--- config.mk ---
export PLATFORM = sky130hd
export DESIGN_NAME = multi_channel_watchdog
export DESIGN_NICKNAME = d
export VERILOG_FILES = /design/src/rtl/core/mcw_pkg.sv /design/src/rtl/core/mcw_slot_mem.sv /design/src/rtl/core/multi_channel_watchdog.sv
export SDC_FILE = /design/constraint.sdc
export NUM_CORES = 1
export LEC_CHECK = 0
export BUFFER_PORTS_ARGS = -buffer_cell sky130_fd_sc_hd__buf_2
export CORE_ASPECT_RATIO = 0.7
export CORE_MARGIN = 10
export CORE_UTILIZATION = 50
export CTS_CLUSTER_SIZE = 24
export DETAILED_ROUTE_END_ITERATION = 8
export PLACE_DENSITY = 0.69
export SLEW_MARGIN = 20
export SYNTH_ARGS = -nofsm -noshare
export SYNTH_HDL_FRONTEND = slang
export SYNTH_HIERARCHICAL = 1
export SYNTH_SLANG_ARGS = --single-unit
--- constraint.sdc ---
create_clock -name i_clk -period 21.6 [get_ports i_clk]
set_input_delay 4.32 -clock i_clk [delete_from_list [all_inputs] [get_ports i_clk]]
set_output_delay 4.32 -clock i_clk [all_outputs]
set_load 0.05 [all_outputs]
--- src/rtl/core/mcw_pkg.sv ---
// Shared types and constants for the multi-channel watchdog.
// Command and result codes, field widths and the slot memory write bundle.
// Used by multi_channel_watchdog and mcw_slot_mem.
package mcw_pkg;

    localparam int SLOT_W      = 3;
    localparam int MS_W        = 32;
    localparam int ELAPSED_W   = 16;
    localparam int MAX_RESULTS = 8;
    localparam int CNT_W       = $clog2(MAX_RESULTS + 1);

    typedef enum logic [2:0] {
        CMD_REGISTER   = 3'd0,
        CMD_UNREGISTER = 3'd1,
        CMD_HEARTBEAT  = 3'd2,
        CMD_TICK       = 3'd3,
        CMD_RESTART    = 3'd4
    } t_cmd;

    typedef enum logic [1:0] {
        KIND_ACK = 2'd0,
        KIND_ERR = 2'd1,
        KIND_EXP = 2'd2
    } t_kind;

    typedef struct packed {
        logic            tmo_we;
        logic            beat_we;
        logic [MS_W-1:0] tmo;
        logic [MS_W-1:0] beat;
    } t_mem_wr;

endpackage

--- src/rtl/core/mcw_slot_mem.sv ---
// Slot storage: timeout and last-heartbeat stamp of every watchdog slot.
// Two arrays sharing one read address, with a registered read.
// Depends on mcw_pkg.
module mcw_slot_mem #(
    parameter int SLOTS = 8,
    parameter int AW    = 3
) (
    input  logic                      i_clk,
    input  logic [AW-1:0]             i_rd_addr,
    output logic [mcw_pkg::MS_W-1:0]  o_rd_tmo,
    output logic [mcw_pkg::MS_W-1:0]  o_rd_beat,
    input  logic [AW-1:0]             i_wr_addr,
    input  mcw_pkg::t_mem_wr          i_wr
);
    import mcw_pkg::*;

    logic [MS_W-1:0] r_mem_tmo  [SLOTS];
    logic [MS_W-1:0] r_mem_beat [SLOTS];
    logic [MS_W-1:0] r_rd_tmo;
    logic [MS_W-1:0] r_rd_beat;

    always_ff @(posedge i_clk) begin
        if (i_wr.tmo_we) begin
            r_mem_tmo[i_wr_addr] <= i_wr.tmo;
        end
        if (i_wr.beat_we) begin
            r_mem_beat[i_wr_addr] <= i_wr.beat;
        end
        r_rd_tmo  <= r_mem_tmo[i_rd_addr];
        r_rd_beat <= r_mem_beat[i_rd_addr];
    end

    assign o_rd_tmo  = r_rd_tmo;
    assign o_rd_beat = r_rd_beat;

endmodule

--- src/rtl/core/multi_channel_watchdog.sv ---
// Multi-channel watchdog: command decoder, tick scanner and result register.
// Slot timeouts and stamps live in mcw_slot_mem; active and handler flags in flops.
// Depends on mcw_pkg and mcw_slot_mem.
//
//  channel  | direction | tuser            | tdata (lowest bit up)                       | tlast
//  s_axis   | in        | command [2:0]    | slot, timeout, has_handler, elapsed_ms,     | -
//           |           |                  | restart_ok                                  |
//  m_axis   | out       | kind [1:0]       | slot_id, overdue_ms                         | last
//
// Register, unregister, heartbeat, restart outcome: ST_EXEC loads the result beat into the
// output register once it is free, and the next command is taken after that.
// Tick: one slot read per cycle unless the scan is held; ST_FLUSH loads the final beat
// and the next command is taken once it has been loaded.
// A beat waits while the output register is full, and a held expiry holds the scan with it.
// Reset clears time, active and handler flags; slot memory is not cleared.
module multi_channel_watchdog #(
    parameter int SLOTS = 8
) (
    input  logic        i_clk,
    input  logic        i_rst_n,
    input  logic        i_s_axis_tvalid,
    output logic        o_s_axis_tready,
    input  logic [55:0] i_s_axis_tdata,  // slot, timeout, has_handler, elapsed_ms, restart_ok
    input  logic [2:0]  i_s_axis_tuser,  // command
    output logic        o_m_axis_tvalid,
    input  logic        i_m_axis_tready,
    output logic [39:0] o_m_axis_tdata,  // slot_id, overdue_ms
    output logic [1:0]  o_m_axis_tuser,  // kind
    output logic        o_m_axis_tlast
);
    import mcw_pkg::*;

    localparam int AW = (SLOTS > 1) ? $clog2(SLOTS) : 1;

    typedef enum logic [1:0] {
        ST_IDLE,
        ST_EXEC,
        ST_SCAN,
        ST_FLUSH
    } t_state;

    t_state              r_state, n_state;
    logic [2:0]          r_cmd, n_cmd;
    logic [SLOT_W-1:0]   r_slot, n_slot;
    logic [MS_W-1:0]     r_tmo, n_tmo;
    logic                r_hnd, n_hnd;
    logic                r_ok, n_ok;
    logic [MS_W-1:0]     r_now, n_now;
    logic [SLOTS-1:0]    r_active, n_active;
    logic [SLOTS-1:0]    r_handler, n_handler;
    logic [AW-1:0]       r_idx, n_idx;
    logic [CNT_W-1:0]    r_cnt, n_cnt;
    logic                r_pend_valid, n_pend_valid;
    logic [SLOT_W-1:0]   r_pend_id, n_pend_id;
    logic [MS_W-1:0]     r_pend_age, n_pend_age;
    logic                r_m_valid, n_m_valid;
    t_kind               r_m_kind, n_m_kind;
    logic [SLOT_W-1:0]   r_m_id, n_m_id;
    logic [MS_W-1:0]     r_m_age, n_m_age;
    logic                r_m_last, n_m_last;

    logic                s_acc;
    logic                can_push;
    logic                free_found;
    logic [AW-1:0]       free_idx;
    logic [AW-1:0]       slot_ix;
    logic                target_ok;
    logic [MS_W-1:0]     rd_tmo, rd_beat;
    logic [MS_W-1:0]     age;
    logic                is_exp;
    logic                idx_last;
    logic [AW-1:0]       wr_addr;
    t_mem_wr             mem_wr;

    mcw_slot_mem #(
        .SLOTS (SLOTS),
        .AW    (AW)
    ) u_mem (
        .i_clk     (i_clk),
        .i_rd_addr (n_idx),
        .o_rd_tmo  (rd_tmo),
        .o_rd_beat (rd_beat),
        .i_wr_addr (wr_addr),
        .i_wr      (mem_wr)
    );

    assign o_s_axis_tready = (r_state == ST_IDLE);
    assign s_acc           = i_s_axis_tvalid && o_s_axis_tready;
    assign can_push        = !r_m_valid || i_m_axis_tready;

    assign slot_ix   = AW'(r_slot);
    assign target_ok = (32'(r_slot) < SLOTS) && r_active[slot_ix];

    // Scan data belongs to r_idx: the read address is always the next index.
    assign age      = r_now - rd_beat;
    assign is_exp   = r_active[r_idx] && (age > rd_tmo);
    assign idx_last = (r_idx == AW'(SLOTS - 1));

    always_comb begin
        free_found = 1'b0;
        free_idx   = '0;
        for (int i = SLOTS - 1; i >= 0; i--) begin
            if (!r_active[i]) begin
                free_found = 1'b1;
                free_idx   = AW'(i);
            end
        end
    end

    always_comb begin
        n_state      = r_state;
        n_cmd        = r_cmd;
        n_slot       = r_slot;
        n_tmo        = r_tmo;
        n_hnd        = r_hnd;
        n_ok         = r_ok;
        n_now        = r_now;
        n_active     = r_active;
        n_handler    = r_handler;
        n_idx        = r_idx;
        n_cnt        = r_cnt;
        n_pend_valid = r_pend_valid;
        n_pend_id    = r_pend_id;
        n_pend_age   = r_pend_age;
        n_m_valid    = r_m_valid && !i_m_axis_tready;
        n_m_kind     = r_m_kind;
        n_m_id       = r_m_id;
        n_m_age      = r_m_age;
        n_m_last     = r_m_last;
        mem_wr       = '0;
        wr_addr      = r_idx;

        case (r_state)
            ST_IDLE: begin
                if (s_acc) begin
                    n_cmd  = i_s_axis_tuser;
                    n_slot = i_s_axis_tdata[2:0];
                    n_tmo  = i_s_axis_tdata[34:3];
                    n_hnd  = i_s_axis_tdata[35];
                    n_ok   = i_s_axis_tdata[52];
                    if (i_s_axis_tuser == CMD_TICK) begin
                        n_now        = r_now + MS_W'(i_s_axis_tdata[51:36]);
                        n_idx        = '0;
                        n_cnt        = '0;
                        n_pend_valid = 1'b0;
                        n_state      = ST_SCAN;
                    end else begin
                        n_state = ST_EXEC;
                    end
                end
            end
            ST_EXEC: begin
                if (can_push) begin
                    n_m_valid = 1'b1;
                    n_m_kind  = KIND_ACK;
                    n_m_id    = '0;
                    n_m_age   = '0;
                    n_m_last  = 1'b1;
                    n_state   = ST_IDLE;
                    case (r_cmd)
                        CMD_REGISTER: begin
                            if (r_tmo == '0 || !free_found) begin
                                n_m_kind = KIND_ERR;
                            end else begin
                                n_active[free_idx]  = 1'b1;
                                n_handler[free_idx] = r_hnd;
                                wr_addr             = free_idx;
                                mem_wr.tmo_we       = 1'b1;
                                mem_wr.beat_we      = 1'b1;
                                mem_wr.tmo          = r_tmo;
                                mem_wr.beat         = r_now;
                                n_m_id              = SLOT_W'(free_idx);
                            end
                        end
                        CMD_UNREGISTER: begin
                            if (!target_ok) begin
                                n_m_kind = KIND_ERR;
                            end else begin
                                n_active[slot_ix]  = 1'b0;
                                n_handler[slot_ix] = 1'b0;
                            end
                        end
                        CMD_HEARTBEAT: begin
                            if (!target_ok) begin
                                n_m_kind = KIND_ERR;
                            end else begin
                                wr_addr        = slot_ix;
                                mem_wr.beat_we = 1'b1;
                                mem_wr.beat    = r_now;
                            end
                        end
                        CMD_RESTART: begin
                            if (!target_ok) begin
                                n_m_kind = KIND_ERR;
                            end else if (r_ok) begin
                                wr_addr        = slot_ix;
                                mem_wr.beat_we = 1'b1;
                                mem_wr.beat    = r_now;
                            end
                        end
                        default: begin
                            n_m_kind = KIND_ERR;
                        end
                    endcase
                end
            end
            ST_SCAN: begin
                if (is_exp) begin
                    // An earlier expiry is held back until we know it is not the final beat.
                    if (!r_pend_valid || can_push) begin
                        if (r_pend_valid) begin
                            n_m_valid = 1'b1;
                            n_m_kind  = KIND_EXP;
                            n_m_id    = r_pend_id;
                            n_m_age   = r_pend_age;
                            n_m_last  = 1'b0;
                        end
                        n_pend_valid = 1'b1;
                        n_pend_id    = SLOT_W'(r_idx);
                        n_pend_age   = age;
                        n_cnt        = r_cnt + CNT_W'(1);
                        if (!r_handler[r_idx]) begin
                            mem_wr.beat_we = 1'b1;
                            mem_wr.beat    = r_now;
                        end
                        if (idx_last || r_cnt == CNT_W'(MAX_RESULTS - 1)) begin
                            n_state = ST_FLUSH;
                        end else begin
                            n_idx = r_idx + AW'(1);
                        end
                    end
                end else if (idx_last) begin
                    n_state = ST_FLUSH;
                end else begin
                    n_idx = r_idx + AW'(1);
                end
            end
            ST_FLUSH: begin
                if (can_push) begin
                    n_m_valid    = 1'b1;
                    n_m_last     = 1'b1;
                    n_m_kind     = r_pend_valid ? KIND_EXP : KIND_ACK;
                    n_m_id       = r_pend_valid ? r_pend_id : '0;
                    n_m_age      = r_pend_valid ? r_pend_age : '0;
                    n_pend_valid = 1'b0;
                    n_state      = ST_IDLE;
                end
            end
            default: begin
                n_state = ST_IDLE;
            end
        endcase
    end

    always_ff @(posedge i_clk) begin
        if (!i_rst_n) begin
            r_state      <= ST_IDLE;
            r_now        <= '0;
            r_active     <= '0;
            r_handler    <= '0;
            r_idx        <= '0;
            r_cnt        <= '0;
            r_pend_valid <= 1'b0;
            r_m_valid    <= 1'b0;
        end else begin
            r_state      <= n_state;
            r_now        <= n_now;
            r_active     <= n_active;
            r_handler    <= n_handler;
            r_idx        <= n_idx;
            r_cnt        <= n_cnt;
            r_pend_valid <= n_pend_valid;
            r_m_valid    <= n_m_valid;
        end
        r_cmd      <= n_cmd;
        r_slot     <= n_slot;
        r_tmo      <= n_tmo;
        r_hnd      <= n_hnd;
        r_ok       <= n_ok;
        r_pend_id  <= n_pend_id;
        r_pend_age <= n_pend_age;
        r_m_kind   <= n_m_kind;
        r_m_id     <= n_m_id;
        r_m_age    <= n_m_age;
        r_m_last   <= n_m_last;
    end

    assign o_m_axis_tvalid = r_m_valid;
    assign o_m_axis_tdata  = {5'd0, r_m_age, r_m_id};
    assign o_m_axis_tuser  = r_m_kind;
    assign o_m_axis_tlast  = r_m_last;

`ifndef SYNTHESIS
    a_cnt_bound: assert property (@(posedge i_clk) disable iff (!i_rst_n)
        r_cnt <= CNT_W'(MAX_RESULTS))
        else $error("expiry count exceeds the per-tick limit");

    a_pend_idle: assert property (@(posedge i_clk) disable iff (!i_rst_n)
        (r_state == ST_IDLE) |-> !r_pend_valid)
        else $error("held expiry left behind after a tick");

    a_pend_cnt: assert property (@(posedge i_clk) disable iff (!i_rst_n)
        r_pend_valid |-> (r_cnt != '0))
        else $error("held expiry without a count");

    a_tick_start: assert property (@(posedge i_clk) disable iff (!i_rst_n)
        (s_acc && i_s_axis_tuser == CMD_TICK) |=> (r_state == ST_SCAN && r_idx == '0))
        else $error("tick did not start its scan at slot zero");
`endif

endmodule

Word level (Yosys, flattened, before mapping)
Memory sizes are Yosys's and may differ from the RTL's. A register that Yosys moved wholly into a read port is not among the register bits.
Index checks and enable logic that the tools add are counted.
{"block": "word_totals", "output_inout_bits": 45, "ramBits": 512, "register_bits": 172, "in_bits": 63, "memories": 2, "elab_cells": 217}
{"block": "classes", "n_addsub": 4, "muxes": 128, "eq_ne": 22, "n_reduce_logical": 32, "n_lt_le_gt_ge": 6, "n_bitwise": 4}
{"memory": "u_mem.r_mem_beat", "words": 8, "width": 32, "rd": 1, "rd_ports_with_merged_regs": 1, "write_ports": 1, "line_no": "mcw_slot_mem.sv:18", "text": "logic [MS_W-1:0] r_mem_beat [SLOTS];"}
{"memory": "u_mem.r_mem_tmo", "words": 8, "width": 32, "rd": 1, "rd_ports_with_merged_regs": 1, "write_ports": 1, "line_no": "mcw_slot_mem.sv:17", "text": "logic [MS_W-1:0] r_mem_tmo [SLOTS];"}
{"operator": "32-bit two-way mux", "count": 14}
{"operator": "32-bit one-hot mux with 3 select lines", "count": 2}
{"operator": "66-bit two-way mux", "count": 2}
{"operator": "3-bit two-way mux", "count": 28}
{"operator": "32-bit one-hot mux with 2 select lines", "count": 1}
{"operator": "1-bit two-way mux", "count": 40}
{"operator": "32-bit by 16-bit adder with 32-bit output", "count": 1}
{"operator": "32-bit > comparator", "count": 1}
{"operator": "32-bit zero test", "count": 1}
{"operator": "8-bit two-way mux", "count": 4}
{"operator": "8-bit one-hot mux with 2 select lines", "count": 2}
{"operator": "32-bit subtractor", "count": 1}
{"operator": "2-bit two-way mux", "count": 13}
{"operator": "5-bit AND reduction", "count": 4}
{"operator": "3-bit one-hot mux with 3 select lines", "count": 2}
{"operator": "8-bit bitwise AND", "count": 2}
{"operator": "4-bit two-way mux", "count": 4}
{"operator": "2-bit != test (second input constant)", "count": 7}
{"operator": "3-bit by 4-bit less-than comparator with 1-bit output (second input constant)", "count": 3}
{"operator": "2-bit one-hot mux with 3 select lines", "count": 2}
{"operator": "6-bit AND reduction", "count": 2}
{"operator": "1-bit binary-select mux with 3-bit select", "count": 3}
{"operator": "3-bit != test (second input constant)", "count": 3}
{"operator": "8-bit bitwise mux", "count": 1}
{"operator": "29 further kinds", "count": 53}

Depth between registers and ports, before layout
{"block": "depth", "word_depth": 16, "ltp_mapped": 25, "depth_no_buf": 23}

By module
The synthesis kept the hierarchy.
{"mod": "mcw_slot_mem", "instances": 1, "cells_each": 826, "area_each_um2": 20589.7, "seq_area_each_um2": 16656.0}
{"mod": "multi_channel_watchdog", "instances": 1, "cells_each": 1106, "area_each_um2": 10665.2, "seq_area_each_um2": 4574.4}

Worst setup path before layout
Ideal clock, no wire load.
{"block": "synth_timing", "path_type": "input to register", "startpoint": "in i_m_axis_tready", "endpoint": "mem u_mem.r_mem_tmo[2][0], enable pin", "stages": 8, "n_path_buf": 2, "t_arrival_ns": 7.709, "setup_ns": 0.461, "t_required_ns": 21.139, "slack_ns": 13.430, "path_cell_list": "nand2b_1 > nand2_1 > or2_2 > clkbuf_1 > inv_1 > clkbuf_1 > nand2_1 > nor3_1"}
{"element": "start: declaration", "line_no": "multi_channel_watchdog.sv:26", "text": "input logic i_m_axis_tready,"}
{"element": "end: declaration", "line_no": "mcw_slot_mem.sv:17"}

Final worst setup path
{"block": "layout_timing", "startpoint": "reg r_now[0]", "endpoint": "reg u_mem.r_rd_tmo[27] (netlist: u_mem/o_rd_tmo[27]), read port of u_mem.r_mem_tmo"}
{"block": "layout_between", "elab_chain_cells": 5}
{"element": "start: declaration", "line_no": "multi_channel_watchdog.sv:48", "text": "logic [MS_W-1:0] r_now, n_now;"}
{"element": "start signal: assignment", "line_no": "multi_channel_watchdog.sv:267", "text": "r_now <= n_now;"}
{"element": "32-bit subtractor", "line_no": "multi_channel_watchdog.sv:95", "text": "assign age = r_now - rd_beat;"}
{"element": "named net age[30]", "line_no": "multi_channel_watchdog.sv:69", "text": "logic [MS_W-1:0] age;"}
{"element": "32-bit > comparator", "line_no": "multi_channel_watchdog.sv:96", "text": "assign is_exp = r_active[r_idx] && (age > rd_tmo);"}
{"element": "1-bit logical AND", "line_no": "multi_channel_watchdog.sv:96"}
{"element": "3-bit two-way mux", "line_no": "multi_channel_watchdog.sv:208", "text": "if (is_exp) begin"}
{"element": "3-bit one-hot mux with 2 select lines", "line_no": "multi_channel_watchdog.sv:133", "text": "case (r_state)"}
{"element": "named net n_idx[0]", "line_no": "multi_channel_watchdog.sv:51", "text": "logic [AW-1:0] r_idx, n_idx;"}
{"element": "end: declaration", "line_no": "mcw_slot_mem.sv:19", "text": "logic [MS_W-1:0] r_rd_tmo;"}
The timed path passes the listed nets, and every way through them passes these cells.
A chain may end at the register's enable or synchronous reset.

==> summary.txt <==
Final layout
  – Most common cell after layout, fill and taps aside: edfxtp_1
  – Fraction of layout cells with a size suffix above 1: 21.86%
  – Final Util: 56.60%
  – Most frequent cells in the layout: 625 x edfxtp_1, 134 x mux4_2, 123 x dfxtp_1, 102 x and2_1, 99 x buf_2
  – Synthesis-to-finish area growth: 11.75%
  – Multi-input logic area: 9423 µm²
  – Register area: 21230 µm²
  – Fill count: around 4700
  – Number of diodes: 0
  – Nets: 2214

Timing
  – Slew headroom: a little under a third
  – Final worst-path cycle share: 40.56%
  – # setup viols final: 0
  – Final Hold Fails: 0
  – FMAX: approximately 0.11 GHz
  – Clk_skew: 0.02544 ns
  – Min cycle time layout: between 8 and 9 ns
  – Hold Slack: around 0.50 ns
  – RSZ-0062 raised after global routing: false
  – Fin Setup TNS: 0 ns
  – Worst-Margin Slew: 1.037 ns
  – Slew Viols, Final: 0

Synthesis
  – Netlist cell types: 71
  – Syn Std Cell Area: 31250 µm²
  – Register bit count reported by yosys: 748
  – Number of flops mapped to enable cells by yosys: 625
  – Top FF cell, synth: edfxtp_1
  – Syn_area_per_cell: 16.18 µm²
  – Ys async rst share: 0%
  – Post-Syn Instances: 1932
  – Sequential area share after synthesis: 67.93%
  – Ys Warns: 6

Critical path
  – Worst-path fanout max: 46
  – R2R depth: 24
  – Crit path DAT: between 9 and 10 ns
  – Crit path required time: 22.09 ns
  – Worst r2r dst: u_mem/o_rd_tmo[27]
  – CP Capture Type: flop
  – CP Class: flop to flop
  – Crit start category: flop
  – Reg-to-reg critical path startpoint: r_now[0]
  – Reg-to-reg slack, setup: about 13 ns

Place
  – PortBufs: between 90 and 100
  – Dpl hpwl: between 40 and 50 mm
  – GPL Wtd Cong: about 0.85

Hold path
  – Hold Startpoint: r_now[0]
  – Worst Hold Depth: 2
  – Min-Delay Endpoint: r_now[0]
  – Hold WC Path Type: flop to flop

Routing
  – Drt drc: 0
  – Avg Vias per Cell: 5.834
  – Final WL: 69.20 mm
  – Initial DRC count: approximately 1900
  – WL/cell: between 20 and 25 µm
  – Pre-Repair DR Iteration Count: 8
  – Post-DRT Antenna Nets: 0
  – Vias: 17130

Clock network
  – Clk sinks: 748
  – # hold bufs at CTS: 0
  – Clk_lat worst skew: 0.61 ns
  – CTS tree: yes
  – CTS Buffer Depth: 3
  – Total setup buffers inserted after CTS: 0
  – TritonCTS Buffers: 71
  – Root buffer cell: clkbuf_16
  – Clock-pin slew on the worst setup and hold paths: about 0.060 ns
  – H-Tree Depth: 3
  – Post_cts resized: 0

Floorplanning
  – Initial cell density of the core: 50.64%
  – Die Width: 318.8 µm
  – Die Y: 229.2 µm
  – Core area: about 62000 µm²
  – # IOs: 108
  – Rows: 76
  – Die area: about 73000 µm²

Pwr
  – Pwr dens: 103.8 nW/µm²
  – Pleak: 13.24 nW
  – Peak supply drop: 0.09564 mV

GRT
  – Vias in the first global route: between 15000 and 20000
  – Pin count of the biggest net entering global routing: 67
  – Gr ovfl total: 0
  – Total track usage: a little under a fifth
  – Antenna violations before repair: 3
  – First-pass GRT wire length: about 100 mm

Job
  – # Max-Cap Violations: 0

Status
  – Outcome: finished clean
-- kinds of logic after synthesis --
family | count (synthesis) | synth area share, %
AOI/OAI and AO/OA | 254 | 5.340
xor gates and xnor gates | 45 | 1.261
adders and majority gates | 89 | 3.611
buffers and inverters | 166 | 2.450
DFF | 748 | 67.93
muxes | 209 | 12.31
other | 1 | 0.01200
and+or+nand+nor | 420 | 7.086
-- per-stage QoR --
| step | std cells | total power [mW] | cell area [µm²] | setup slack, ns |
|---|---|---|---|---|
| after global placement | 2808 | 2.467 | 32730 | 12.90 |
| after floorplan | 1936 | 2.308 | 31270 | 13.43 |
| after global routing | 2937 | 3.770 | 34930 | 12.17 |
| final | 2937 | 3.624 | 34930 | 12.84 |
| after CTS | 2937 | 3.660 | 34930 | 12.87 |
| after detailed placement | 2808 | 2.478 | 32730 | 12.81 |
-- critical path, cell delays in order (launching register included) --
cell	delay, ns
dfxtp_1	0.37
inv_1	0.06
ha_1	0.22
inv_1	0.08
fa_1	0.23
a211oi_1	0.13
o211ai_1	0.20
nand2_1	0.13
o31ai_1	0.66
a21oi_1	0.29
o21ai_0	0.50
a221oi_1	0.18
xnor2_1	0.45
ha_1	0.21
nand4_1	0.14
or4_1	0.64
o211ai_1	0.80
o21ai_4	0.22
nor2_1	0.21
mux2i_1	0.25
or2_4	0.15
buf_4	0.70
buf_4	0.82
mux4_2	0.61
mux2_2	0.28
-- power by group --
group / internal, mW / switching [mW] / total [mW]
clock: 0.669 / 0.515 / 1.18
sequential: 1.67 / 0.0554 / 1.73
combinational: 0.256 / 0.456 / 0.713
-- registers in the layout (all words and copies together), names as in the netlist, 2 cells and up --
register          cells
r_m_age              32
r_pend_age           32
r_active              8
r_idx                 3
u_mem/o_rd_tmo       32
r_now                32
r_state               2
r_cnt                 4
u_mem/r_mem_tmo     256
r_pend_id             3
o_m_axis_tuser        2
r_slot                3
r_m_id                3
r_tmo                32
u_mem/o_rd_beat      32
u_mem/r_mem_beat    256
r_handler             8
r_cmd                 3
-- area by class of cell --
cell class,instances,share of cell area (%)
Sequential cell,748,60.78
Clock inverter,30,0.7451
Inverter,93,0.9995
Clock buffer,99,5.560
Multi-Input combinational cell,1022,26.98
Timing Repair Buffer,126,1.999
Tap cell,819,2.934
-- worst max path at each step --
stage / start / to / slack (ns) / cells past startpoint
final: r_now[0] / u_mem/o_rd_tmo[27] / 12.84 / 24
after floorplan: i_m_axis_tready / u_mem/r_mem_tmo[2][0] / 13.43 / 8
after global placement: i_s_axis_tvalid / u_mem/o_rd_beat[19] / 12.90 / 12
after CTS: r_now[0] / u_mem/o_rd_tmo[22] / 12.87 / 24
after detailed placement: i_s_axis_tvalid / u_mem/o_rd_tmo[22] / 12.81 / 12
after global routing: r_now[0] / u_mem/o_rd_tmo[27] / 12.17 / 24
-- per-layer routing --
layer / share of wire [%] / wire, µm / track usage [%]
met5: 0.029 / 20 / 0
met4: 1.6 / 1111 / 4.161
met3: 9.2 / 6367 / 4.915
met2: 45 / 30900 / 27.79
met1: 45 / 30800 / 27.10
-- synthesized netlist by cell type, types with 4 or more instances --
master / number / share of area (%)
edfxtp_1: 625 / 60
mux4_2: 134 / 9.7
dfxtp_1: 123 / 7.9
and2_1: 103 / 2.1
inv_1: 92 / 1.1
nor2_1: 89 / 1.1
ha_1: 87 / 3.5
a21oi_1: 76 / 1.2
nand2_1: 73 / 0.88
mux2_2: 64 / 2.3
o21ai_0: 37 / 0.59
clkbuf_1: 36 / 0.43
xnor2_1: 35 / 0.98
nand3_1: 30 / 0.48
a21o_1: 24 / 0.58
nor3_1: 24 / 0.38
o21a_1: 16 / 0.38
nand2b_1: 15 / 0.30
nand4_1: 15 / 0.30
buf_6: 14 / 0.50
nor2b_1: 12 / 0.24
a31oi_1: 11 / 0.22
mux2i_1: 11 / 0.35
nor4_1: 11 / 0.22
o31ai_1: 11 / 0.26
o211ai_1: 10 / 0.24
xor2_1: 10 / 0.28
a22oi_1: 9 / 0.22
and3_1: 9 / 0.18
buf_1: 9 / 0.11
or3_1: 9 / 0.18
buf_4: 8 / 0.19
a211oi_1: 7 / 0.17
o21bai_1: 7 / 0.17
o22ai_1: 7 / 0.14
or4_1: 7 / 0.17
buf_2: 6 / 0.096
and4_1: 5 / 0.14
or2_2: 5 / 0.10
a22o_1: 4 / 0.11
(Power assumes the default switching activity.)
